===== config.mk =====
export PLATFORM = sky130hd
export DESIGN_NAME = scale_pitch_quantizer
export DESIGN_NICKNAME = d
export VERILOG_FILES = /design/src/hdl/spq_pkg.sv /design/src/hdl/spq_cell.sv /design/src/hdl/spq_note_gen.sv /design/src/hdl/scale_pitch_quantizer.sv
export SDC_FILE = /design/constraint.sdc
export NUM_CORES = 2
export LEC_CHECK = 0
export ABC_CLOCK_PERIOD_IN_PS = 25400
export BUFFER_PORTS_ARGS = -buffer_cell sky130_fd_sc_hd__buf_2
export CAP_MARGIN = 20
export CORE_MARGIN = 1
export CORE_UTILIZATION = 64
export CTS_CLUSTER_SIZE = 16
export DETAILED_ROUTE_END_ITERATION = 6
export PLACE_DENSITY_LB_ADDON = 0.12
export SYNTH_ARGS = -nofsm -noshare
export SYNTH_HDL_FRONTEND = slang
export SYNTH_SLANG_ARGS = --single-unit

===== constraint.sdc =====
create_clock -name clk -period 25.4 [get_ports clk]
set_clock_uncertainty 0.15 [all_clocks]
set_input_delay 2.54 -clock clk [delete_from_list [all_inputs] [get_ports clk]]
set_output_delay 2.54 -clock clk [all_outputs]
set_load 0.05 [all_outputs]

===== src/hdl/spq_pkg.sv =====
// Shared types and constants of the scale pitch quantizer.
`timescale 1ns / 1ps
package spq_pkg;
    localparam int FREQ_W    = 18;
    localparam int NOTE_W    = 7;
    localparam int RATIO_W   = 17;
    localparam int CHAIN_LEN = 33;
    localparam int KIDX_W    = 6;

    localparam logic [1:0] ST_MATCH = 2'd0;
    localparam logic [1:0] ST_NOBAND = 2'd1;
    localparam logic [1:0] ST_RANGE = 2'd2;

    localparam logic [1:0] REG_CONCERT = 2'd0;
    localparam logic [1:0] REG_KEY = 2'd1;
    localparam logic [1:0] REG_OMIT = 2'd2;
    localparam logic [1:0] REG_SHIFT = 2'd3;

    typedef struct packed {
        logic [NOTE_W-1:0] note;
        logic [FREQ_W-1:0] freq;
    } entry_t;

    typedef struct packed {
        logic   go;
        logic   allowed;
        logic   last;
        entry_t ent;
    } cand_t;

    function automatic logic [RATIO_W-1:0] ratio_rom(input logic [3:0] pc);
        logic [RATIO_W-1:0] r;
        begin
            case (pc)
                4'd0: r = 17'd65536;
                4'd1: r = 17'd69433;
                4'd2: r = 17'd73562;
                4'd3: r = 17'd77936;
                4'd4: r = 17'd82570;
                4'd5: r = 17'd87480;
                4'd6: r = 17'd92682;
                4'd7: r = 17'd98193;
                4'd8: r = 17'd104032;
                4'd9: r = 17'd110218;
                4'd10: r = 17'd116772;
                4'd11: r = 17'd123715;
                default: r = 17'd65536;
            endcase
            return r;
        end
    endfunction
endpackage


===== src/hdl/spq_cell.sv =====
// One cell of the allowed-note chain: holds one list entry and passes it on.
`timescale 1ns / 1ps
module spq_cell
    import spq_pkg::*;
(
    input  logic   clk,
    input  logic   shift_en,
    input  entry_t ent_in,
    output entry_t ent_out
);
    entry_t ent_reg;

    always_ff @(posedge clk)
    begin
        if (shift_en)
        begin
            ent_reg <= ent_in;
        end
    end

    assign ent_out = ent_reg;
endmodule


===== src/hdl/spq_note_gen.sv =====
// Walks the candidate notes, one per cycle, and computes frequency and omit flag.
`timescale 1ns / 1ps
module spq_note_gen
    import spq_pkg::*;
#(
    parameter int FIRST_NOTE = 13,
    parameter int NOTE_COUNT = 113
)
(
    input  logic        clk,
    input  logic        rst_n,
    input  logic        init,
    input  logic [8:0]  concert,
    input  logic [3:0]  key,
    input  logic [11:0] mask,
    output cand_t       cand
);
    localparam int NW = $clog2(NOTE_COUNT);
    localparam logic [3:0] NPC0 = 4'(FIRST_NOTE % 12);
    localparam logic [3:0] DPC0 = 4'((FIRST_NOTE + 3) % 12);
    localparam logic [3:0] DOCT0 = 4'((FIRST_NOTE + 3) / 12);

    logic [NW-1:0]     n_reg;
    logic [NOTE_W-1:0] note_reg;
    logic [3:0]        npc_reg;
    logic [3:0]        dpc_reg;
    logic [3:0]        doct_reg;
    logic              act_reg;
    cand_t             cand_reg;

    logic [3:0]  key12;
    logic [3:0]  k;
    logic        last;
    logic [4:0]  s;
    logic [25:0] prod;
    logic [26:0] rounded;

    always_comb
    begin
        key12 = (key >= 4'd12) ? key - 4'd12 : key;
        k = (npc_reg >= key12) ? npc_reg - key12 : npc_reg + 4'd12 - key12;
        last = (n_reg == NW'(NOTE_COUNT - 1)) || (note_reg == 7'd127);
        s = 5'd18 - {1'b0, doct_reg};
        prod = 26'(concert) * 26'(ratio_rom(dpc_reg));
        rounded = (27'(prod) + (27'd1 << (s - 5'd1))) >> s;
    end

    always_ff @(posedge clk or negedge rst_n)
    begin
        if (!rst_n)
        begin
            act_reg <= 1'b0;
            cand_reg.go <= 1'b0;
        end
        else if (init)
        begin
            act_reg <= 1'b1;
            cand_reg.go <= 1'b0;
            n_reg <= '0;
            note_reg <= NOTE_W'(FIRST_NOTE);
            npc_reg <= NPC0;
            dpc_reg <= DPC0;
            doct_reg <= DOCT0;
        end
        else
        begin
            cand_reg.go <= act_reg;
            if (act_reg)
            begin
                cand_reg.allowed <= !mask[k];
                cand_reg.last <= last;
                cand_reg.ent.note <= note_reg;
                cand_reg.ent.freq <= rounded[FREQ_W-1:0];
                act_reg <= !last;
                n_reg <= n_reg + 1'b1;
                note_reg <= note_reg + 1'b1;
                npc_reg <= (npc_reg == 4'd11) ? 4'd0 : npc_reg + 4'd1;
                if (dpc_reg == 4'd11)
                begin
                    dpc_reg <= 4'd0;
                    doct_reg <= doct_reg + 4'd1;
                end
                else
                begin
                    dpc_reg <= dpc_reg + 4'd1;
                end
            end
        end
    end

    assign cand = cand_reg;
endmodule


===== src/hdl/scale_pitch_quantizer.sv =====
// Top level of the scale pitch quantizer: control, band test and result.
//
//   channel  | handshake          | payload
//   ---------+--------------------+------------------------------------
//   input    | start, busy        | frequency_in
//   result   | done (one cycle)   | frequency_out, note_out, status
//   config   | cfg_we             | cfg_index, cfg_data
//
// The done strobe follows the last candidate note through fin_reg and done_reg
// (earlier when the note range reaches MIDI note 127), and the next item can
// be accepted at the edge that ends the strobe. The note generator walks one
// candidate note per cycle and its single multiplier sets that pace.
// Allowed notes shift through a chain of 33 cells, so the entry a negative
// step away from the matching band is still on hand when the band is found.
// Reset is asynchronous and returns the registers to their reset values.
// The result is shown for one cycle; the receiver cannot stall it.
`timescale 1ns / 1ps
module scale_pitch_quantizer
    import spq_pkg::*;
#(
    parameter int FIRST_NOTE = 13,
    parameter int NOTE_COUNT = 113
)
(
    input  logic              clk,
    input  logic              rst_n,
    input  logic              start,
    output logic              busy,
    input  logic [FREQ_W-1:0] frequency_in,
    output logic              done,
    output logic [FREQ_W-1:0] frequency_out,
    output logic [NOTE_W-1:0] note_out,
    output logic [1:0]        status,
    input  logic              cfg_we,
    input  logic [1:0]        cfg_index,
    input  logic [11:0]       cfg_data
);
    typedef enum logic [1:0] {
        S_IDLE = 2'b01,
        S_RUN  = 2'b10
    } state_t;

    state_t state_reg;

    logic [8:0]        concert_reg;
    logic [3:0]        key_reg;
    logic [11:0]       omit_reg;
    logic signed [5:0] shift_reg;

    // Configuration writes.
    always_ff @(posedge clk or negedge rst_n)
    begin
        if (!rst_n)
        begin
            concert_reg <= 9'd440;
            key_reg <= 4'd0;
            omit_reg <= 12'd0;
            shift_reg <= 6'sd0;
        end
        else if (cfg_we)
        begin
            unique case (cfg_index)
                REG_CONCERT: concert_reg <= cfg_data[8:0];
                REG_KEY: key_reg <= cfg_data[3:0];
                REG_OMIT: omit_reg <= cfg_data;
                REG_SHIFT: shift_reg <= $signed(cfg_data[5:0]);
                default: ;
            endcase
        end
    end

    logic accept;
    assign accept = start && (state_reg == S_IDLE);
    assign busy = (state_reg != S_IDLE);

    cand_t cand;

    spq_note_gen #(
        .FIRST_NOTE(FIRST_NOTE),
        .NOTE_COUNT(NOTE_COUNT)
    ) u_gen (
        .clk(clk),
        .rst_n(rst_n),
        .init(accept),
        .concert(concert_reg),
        .key(key_reg),
        .mask(omit_reg),
        .cand(cand)
    );

    // Chain of allowed-note cells: cell 0 holds the newest listed entry.
    logic   ins;
    entry_t cells [CHAIN_LEN];

    assign ins = cand.go && cand.allowed;

    genvar gi;
    generate
        for (gi = 0; gi < CHAIN_LEN; gi++)
        begin : g_chain
            spq_cell u_cell (
                .clk(clk),
                .shift_en(ins),
                .ent_in((gi == 0) ? cand.ent : cells[(gi == 0) ? 0 : gi - 1]),
                .ent_out(cells[gi])
            );
        end
    endgenerate

    logic [FREQ_W:0]   x2_reg;
    logic [7:0]        cnt_reg;
    logic              found_reg;
    logic              pend_reg;
    logic              ok_reg;
    logic signed [9:0] tgt_reg;
    entry_t            res_reg;
    logic              fin_reg;
    logic              done_reg;
    logic [FREQ_W-1:0] fout_reg;
    logic [NOTE_W-1:0] nout_reg;
    logic [1:0]        stat_reg;

    // Band test against the two newest entries and the incoming one.
    logic [FREQ_W:0]    lo;
    logic [FREQ_W:0]    hi;
    logic               hit;
    logic signed [9:0]  tgt;
    logic [KIDX_W-1:0]  kidx;

    always_comb
    begin
        lo = {1'b0, cells[1].freq} + {1'b0, cells[0].freq};
        hi = {1'b0, cells[0].freq} + {1'b0, cand.ent.freq};
        hit = ins && !found_reg && (cnt_reg >= 8'd2) && (lo <= x2_reg) && (x2_reg < hi);
        tgt = $signed({2'b00, cnt_reg - 8'd1}) + 10'(shift_reg);
        kidx = KIDX_W'(-shift_reg);
    end

    always_ff @(posedge clk or negedge rst_n)
    begin
        if (!rst_n)
        begin
            state_reg <= S_IDLE;
            found_reg <= 1'b0;
            pend_reg <= 1'b0;
            ok_reg <= 1'b0;
            fin_reg <= 1'b0;
            done_reg <= 1'b0;
            cnt_reg <= 8'd0;
        end
        else
        begin
            fin_reg <= cand.go && cand.last;
            done_reg <= fin_reg;
            unique case (state_reg)
                S_IDLE:
                begin
                    if (accept)
                    begin
                        state_reg <= S_RUN;
                        x2_reg <= {frequency_in, 1'b0};
                        cnt_reg <= 8'd0;
                        found_reg <= 1'b0;
                        pend_reg <= 1'b0;
                        ok_reg <= 1'b0;
                    end
                end
                S_RUN:
                begin
                    if (ins)
                    begin
                        cnt_reg <= cnt_reg + 8'd1;
                    end
                    if (hit)
                    begin
                        found_reg <= 1'b1;
                        tgt_reg <= tgt;
                        if (shift_reg <= 6'sd0)
                        begin
                            // The target entry is already in the chain.
                            if (tgt >= 10'sd0)
                            begin
                                ok_reg <= 1'b1;
                                res_reg <= cells[kidx];
                            end
                        end
                        else if (shift_reg == 6'sd1)
                        begin
                            ok_reg <= 1'b1;
                            res_reg <= cand.ent;
                        end
                        else
                        begin
                            pend_reg <= 1'b1;
                        end
                    end
                    else if (ins && pend_reg && ($signed({2'b00, cnt_reg}) == tgt_reg))
                    begin
                        pend_reg <= 1'b0;
                        ok_reg <= 1'b1;
                        res_reg <= cand.ent;
                    end
                    if (fin_reg)
                    begin
                        state_reg <= S_IDLE;
                        if (!found_reg)
                        begin
                            stat_reg <= ST_NOBAND;
                            fout_reg <= '0;
                            nout_reg <= '0;
                        end
                        else if (ok_reg)
                        begin
                            stat_reg <= ST_MATCH;
                            fout_reg <= res_reg.freq;
                            nout_reg <= res_reg.note;
                        end
                        else
                        begin
                            stat_reg <= ST_RANGE;
                            fout_reg <= '0;
                            nout_reg <= '0;
                        end
                    end
                end
                default: state_reg <= S_IDLE;
            endcase
        end
    end

    assign done = done_reg;
    assign frequency_out = fout_reg;
    assign note_out = nout_reg;
    assign status = stat_reg;

    // A result is strobed in the cycle after the walk has finished.
    a_done_after_fin: assert property (@(posedge clk) disable iff (!rst_n)
        fin_reg |=> done_reg)
        else $error("done did not follow the end of the walk");

    a_status_code: assert property (@(posedge clk) disable iff (!rst_n)
        done |-> (status == ST_MATCH) || (status == ST_NOBAND) || (status == ST_RANGE))
        else $error("status carries an unused code");

    a_zero_unless_match: assert property (@(posedge clk) disable iff (!rst_n)
        done |-> (status == ST_MATCH) || (frequency_out == '0 && note_out == '0))
        else $error("payload not zero on a failed item");

    a_busy_after_accept: assert property (@(posedge clk) disable iff (!rst_n)
        accept |=> busy)
        else $error("busy not raised after an accepted item");
endmodule


; Word level (Yosys, flattened, before mapping)
; Memory sizes are Yosys's and may differ from the RTL's. A register that Yosys moved wholly into a read port is not among the register bits.
; Index checks and enable logic that the tools add are counted.
[totals]
ff_bits = 1006
latch_bits = 0
ramBits = 0
romBits = 256
out_inout_bits = 29
mem_count = 1
[memory_table]
columns = name, depth, width, read_ports, rd_ports_with_merged_regs, write_ports, line
row1 = (no name shown), 16, 16, 1, 1, 0, spq_pkg.sv:34  ; case (pc)
[classes]
n_addsub = 18
n_mul = 1
div_mod_pow = 0
magnitude_cmp = 9
eq_ne = 23
n_shift = 2
muxes = 46
n_bitwise = 2
n_reduce_logical = 31
[op_table]
columns = operator, count
row1 = $mux W25, 7
row2 = $bmux W25 S6, 1
row3 = $mux W4, 10
row4 = $add A18 B18 Y19, 2
row5 = $add A26 B27 Y27, 1
row6 = $shl A1 B5 Y27 const A, 1
row7 = $shr A27 B5 Y18, 1
row8 = $mul A9 B17 Y26, 1
row9 = $le A19 B19 Y1, 1
row10 = $lt A19 B19 Y1, 1
row11 = $reduce_and A3 Y1, 6
row12 = $mux W8, 2
row13 = $pmux W8 S2, 1
row14 = $mux W1, 15
row15 = $reduce_and A5 Y1, 3
row16 = $add A7 B1 Y7 const B, 2
row17 = $eq A7 B7 Y1 const B, 2
row18 = $mux W7, 2
row19 = $add A4 B1 Y4 const B, 3
row20 = $reduce_and A2 Y1, 6
row21 = $add A9 B6 Y10, 1
row22 = $eq A9 B10 Y1, 1
row23 = $ge A10 B1 Y1 const B, 1
row24 = $logic_and A1 B1 Y1, 9
row25 = other kinds (34), 52

; Logic depth before layout (Yosys ltp)
[depth]
depth_word = 8
mapped_depth = 28
mapped_depth_nobuf = 23

; Cells and area by module
; A second synthesis with hierarchy kept.
[unflattened]
cells_unflattened = 3169
area_unflattened_um2 = 50176.9
[modules_own_cells]
columns = module, instances, cells_per_inst, area_each_um2
row1 = spq_cell, 33, 25, 750.7
row2 = scale_pitch_quantizer, 1, 1068, 14253.7
row3 = spq_note_gen, 1, 1276, 11149.4

; Worst setup path before layout
; OpenSTA, ideal clock, no wires.
[synth_path]
path_type = flip-flop to flip-flop
startpoint = register u_gen.cand_reg, in the netlist u_gen.cand[27]
endpoint = register g_chain[0].u_cell.ent_reg, in the netlist g_chain[0].u_cell.ent_out[0], enable pin
setup_time_ns = 1.169
arrival_ns = 16.336
t_required_ns = 24.081
path_slack_ns = 7.745
stages_incl_launch_ff = 3
period_less_slack_ns = 17.655
path_cell_list = dfrtp_1 nand2_1 inv_1
[synth_via]
elab_chain_cells = 1
[synth_lines]
columns = element, line
row1 = start: declaration, spq_note_gen.sv:29  ; cand_t cand_reg;
row2 = $logic_and A1 B1 Y1, scale_pitch_quantizer.sv:95  ; assign ins = cand.go && cand.allowed;
row3 = named net g_chain[0].u_cell.shift_en, spq_cell.sv:7  ; input logic shift_en,
row4 = end signal: assignment, spq_cell.sv:17  ; ent_reg <= ent_in;
row5 = end: declaration, spq_cell.sv:11  ; entry_t ent_reg;
; The timed path passes the listed nets, and every way through them passes these cells.
; A chain may end at the register's enable or synchronous reset.

; Worst setup path in the final report
[layout_path]
startpoint = register u_gen.doct_reg[0]
endpoint = register u_gen.cand_reg, in the netlist u_gen.cand[12], data pin
[layout_via]
elab_chain_cells = 5
[layout_lines]
columns = element, line
row1 = start: declaration, spq_note_gen.sv:27  ; logic [3:0] doct_reg;
row2 = start signal: assignment, spq_note_gen.sv:81  ; doct_reg <= doct_reg + 4'd1;
row3 = $sub A5 B4 Y5 *, spq_note_gen.sv:43  ; s = 5'd18 - {1'b0, doct_reg};
row4 = $sub A5 B1 Y5, spq_note_gen.sv:45  ; rounded = (27'(prod) + (27'd1 << (s - 5'd1))) >> s;
row5 = $shl A1 B5 Y27, spq_note_gen.sv:45
row6 = $add A26 B27 Y27, spq_note_gen.sv:45
row7 = $shr A27 B5 Y18 *, spq_note_gen.sv:45
; Every way passes the cells marked *; elsewhere a longest branch is shown, timed or not.

==> metrics.txt <==
Die Ht about 280 µm; Yosys top cell area share 57.6%; fin. max-slew vios 0; WP data arrival ~8.9 ns; CTS Buf Count 101; Area contributors post-synth edfxtp_1, mux4_2, fa_1; Vias/cell between 6 and 7; Worst Setup Start Kind register; Reg2Reg Depth 24; cell family contributing the most delay on the critical path compound AO/OA/AOI/OAI gates; Seq/Total Area, Yosys 60.7%; Max-Cap Viols 0; cell taking the most area after synthesis edfxtp_1; I/O Pins 65; Skew-Pair Late Insertion Delay about 0.68 ns; post-synthesis cell area 0.0499 mm²; Crit. End Element register; # clock sinks just over 1000; layout cell share with drive strength beyond 1 about 16%; # setup viols final 0; clock buffer depth 3; RD Place Congestion approximately 0.86; post-placement cell area a little over 0.05 mm²; RSZ-0062 raised after global routing false; GRT overflow 0; WHS Path Cells 0; clock root cell clkbuf_16; crit path buf inv count 4; hold worst-path end g_chain[18].u_cell.ent_out[10]; mean routed wirelength per cell ~24 µm; CTS tree built; final worst path period share approximately 34%; most frequent cell after synthesis edfxtp_1; CP required between 20 and 30 ns; hold_sp g_chain[17].u_cell.ent_out[10]; Post-synth top cells edfxtp_1, nand2_1, inv_1; Post-CTS Setup Bufs 0; H-tree levels 3; DR iter-0 viols 2737; slowest stage cell, crit path nor2_1; first-pass iteration count of the detailed router 6; register bit total from synthesis just over 1000; Die X ~280 µm; Core Footprint 0.0773 mm²; final non-filler cell area between 0.05 and 0.06 mm²; largest fanout on the critical path 48; Mapped Cells ~3300; DRT Wirelength 109000 µm; worst-margin pin slew 1.22 ns; number of global-route vias before repair between 20000 and 30000; Final Hold Violating Endpoints 0; max reg flops 825; Die ar. roughly 0.079 mm²; post-DP HPWL 68700 µm; number of inserted diodes 0; Syn-to-layout area delta 9.83%; status completed; Detail Route Antenna Nets 0; Post-CTS Resized 0; GR Util All Layers between 20% and 30%; Reg clk slew, reported paths 0.06 ns; Final min period approximately 8.6 ns; input/output buffers 64; first-pass GRT wire length between 150000 and 200000 µm; Reg-to-Reg End u_gen.cand[12]; Worst R2R Start u_gen.doct_reg[0]; Initial Util approximately 65%; slowest cell delay on critical path ~0.78 ns; r2r setup slk 16.81 ns; asr flop ratio synth roughly 4.7%; initial antenna violation count 1; DR vias around 29000; Max-slew headroom a little under a fifth; Max Freq 0.116 GHz; nets 3696; ys flop type edfxtp_1; Post-synth EDFFs between 900 and 1000; Critical Path, Cell by Cell buf_4 -> inv_1 -> ha_1 -> clkinv_1 -> nor2_1 -> nand2_1 -> a21oi_1 -> nor2_1 -> a21oi_1 -> nor2b_1 -> nand2_1 -> fa_1 -> inv_1 -> ha_1 -> a21o_1 -> a21o_1 -> a21o_1 -> a221oi_1 -> nand2_1 -> a41o_1 -> o31a_1 -> o2bb2ai_1 -> mux2i_1 -> a221oi_1; yosys warns 0; CP Class register to register; Mapped Avg Cell Area ~15 µm²; largest net degree at the start of global routing 230; HP Class register to register; # hold bufs at CTS 0; number of distinct library cells after synthesis between 80 and 90; Synth Net Count between 3000 and 4000; site row count about 100; # DRC 0; setup TNS 0 ns
[worst max-delay path by stage]
| stage | from | endpoint | slack (ns) | cells past startpoint |
|---|---|---|---|---|
| 2_1_floorplan | u_gen.cand[27] | g_chain[0].u_cell.ent_out[0] | 7.75 | 2 |
| 3_3_place_gp | u_gen.doct_reg[0] | u_gen.cand[12] | 17.19 | 24 |
| 3_5_place_dp | u_gen.doct_reg[0] | u_gen.cand[12] | 16.97 | 24 |
| 4_1_cts | u_gen.doct_reg[0] | u_gen.cand[12] | 16.93 | 24 |
| 5_1_grt | u_gen.doct_reg[0] | u_gen.cand[17] | 16.15 | 24 |
| 6_report | u_gen.doct_reg[0] | u_gen.cand[12] | 16.81 | 24 |
[placed cells by master (no fill, tap or decap), types with 19 or more instances in the layout]
cell type | Yosys | layout
edfxtp_1 | 958 | 958
nand2_1 | 225 | 225
inv_1 | 214 | 213
mux4_2 | 211 | 211
nor2_1 | 168 | 167
ha_1 | 168 | 167
a21oi_1 | 156 | 156
fa_1 | 134 | 134
clkbuf_16 | 0 | 104
and2_1 | 99 | 99
a211oi_1 | 88 | 88
buf_2 | 21 | 63
o21ai_0 | 60 | 60
xor2_1 | 58 | 54
xnor2_1 | 46 | 44
mux2i_1 | 42 | 42
a21o_1 | 41 | 41
dfrtp_1 | 42 | 41
mux2_2 | 38 | 38
and3_1 | 36 | 36
nor3_1 | 35 | 35
nor2b_1 | 34 | 34
a31oi_1 | 33 | 33
buf_4 | 0 | 31
nand3_1 | 28 | 28
clkinv_1 | 1 | 25
nand4_1 | 19 | 19
[routing by layer]
| metal | track usage, % | wire length [µm] | vias to the layer above |
|---|---|---|---|
| li1 | - | - | 12600 |
| met1 | 42.8 | 47000 | 14800 |
| met2 | 44.6 | 52800 | 1072 |
| met3 | 4.18 | 7180 | 148 |
| met4 | 6.83 | 2290 | 0 |
| met5 | 0 | 0 | - |
[final cells by class]
type                    count  area, µm²
multi-input cells        1918      18300
repair buffers            100        663
inverters                 215        815
flip-flops and latches   1022      30300
fillers                  4965      22500
clock inverters            69        773
clock buffers             118       2680
well taps                1040       1300
[per-stage QoR]
step           worst slack, ns  instances  hold WS, ns  util [%]
4_1_cts                  16.93       4480        0.267      70.8
3_3_place_gp             17.19       4293        0.272      66.4
5_1_grt                  16.15       4482        0.271      70.9
2_1_floorplan             7.75       3317        0.212         -
3_5_place_dp             16.97       4293        0.278      66.4
6_report                 16.81       4482        0.273      70.9
[cells by family (layout without fill, tap and decap cells)]
kind of cell    after synthesis  in the layout  synth area share [%]
compound gates              516            516                  6.90
xor+xnor                    106            106                  1.90
fa+ha+maj                   302            302                  9.59
buf+inv                     377            502                  2.90
flops                      1022           1022                  60.7
mux                         292            292                  11.3
simple gates                702            702                  6.73
[worst reg2reg max path, stage by stage (launching register included)]
cell and delay (ns):
edfxtp_1 0.32, buf_4 0.47, inv_1 0.62, ha_1 0.53, clkinv_1 0.50, nor2_1 0.78
nand2_1 0.24, a21oi_1 0.20, nor2_1 0.07, a21oi_1 0.40, nor2b_1 0.32, nand2_1 0.13
fa_1 0.56, inv_1 0.04, ha_1 0.35, a21o_1 0.22, a21o_1 0.22, a21o_1 0.19
a221oi_1 0.42, nand2_1 0.19, a41o_1 0.32, o31a_1 0.35, o2bb2ai_1 0.41, mux2i_1 0.14
a221oi_1 0.27
Power is left out: the tool's default activity adds up to more than one toggle a clock period on the data nets, which glitch-free logic cannot reach.
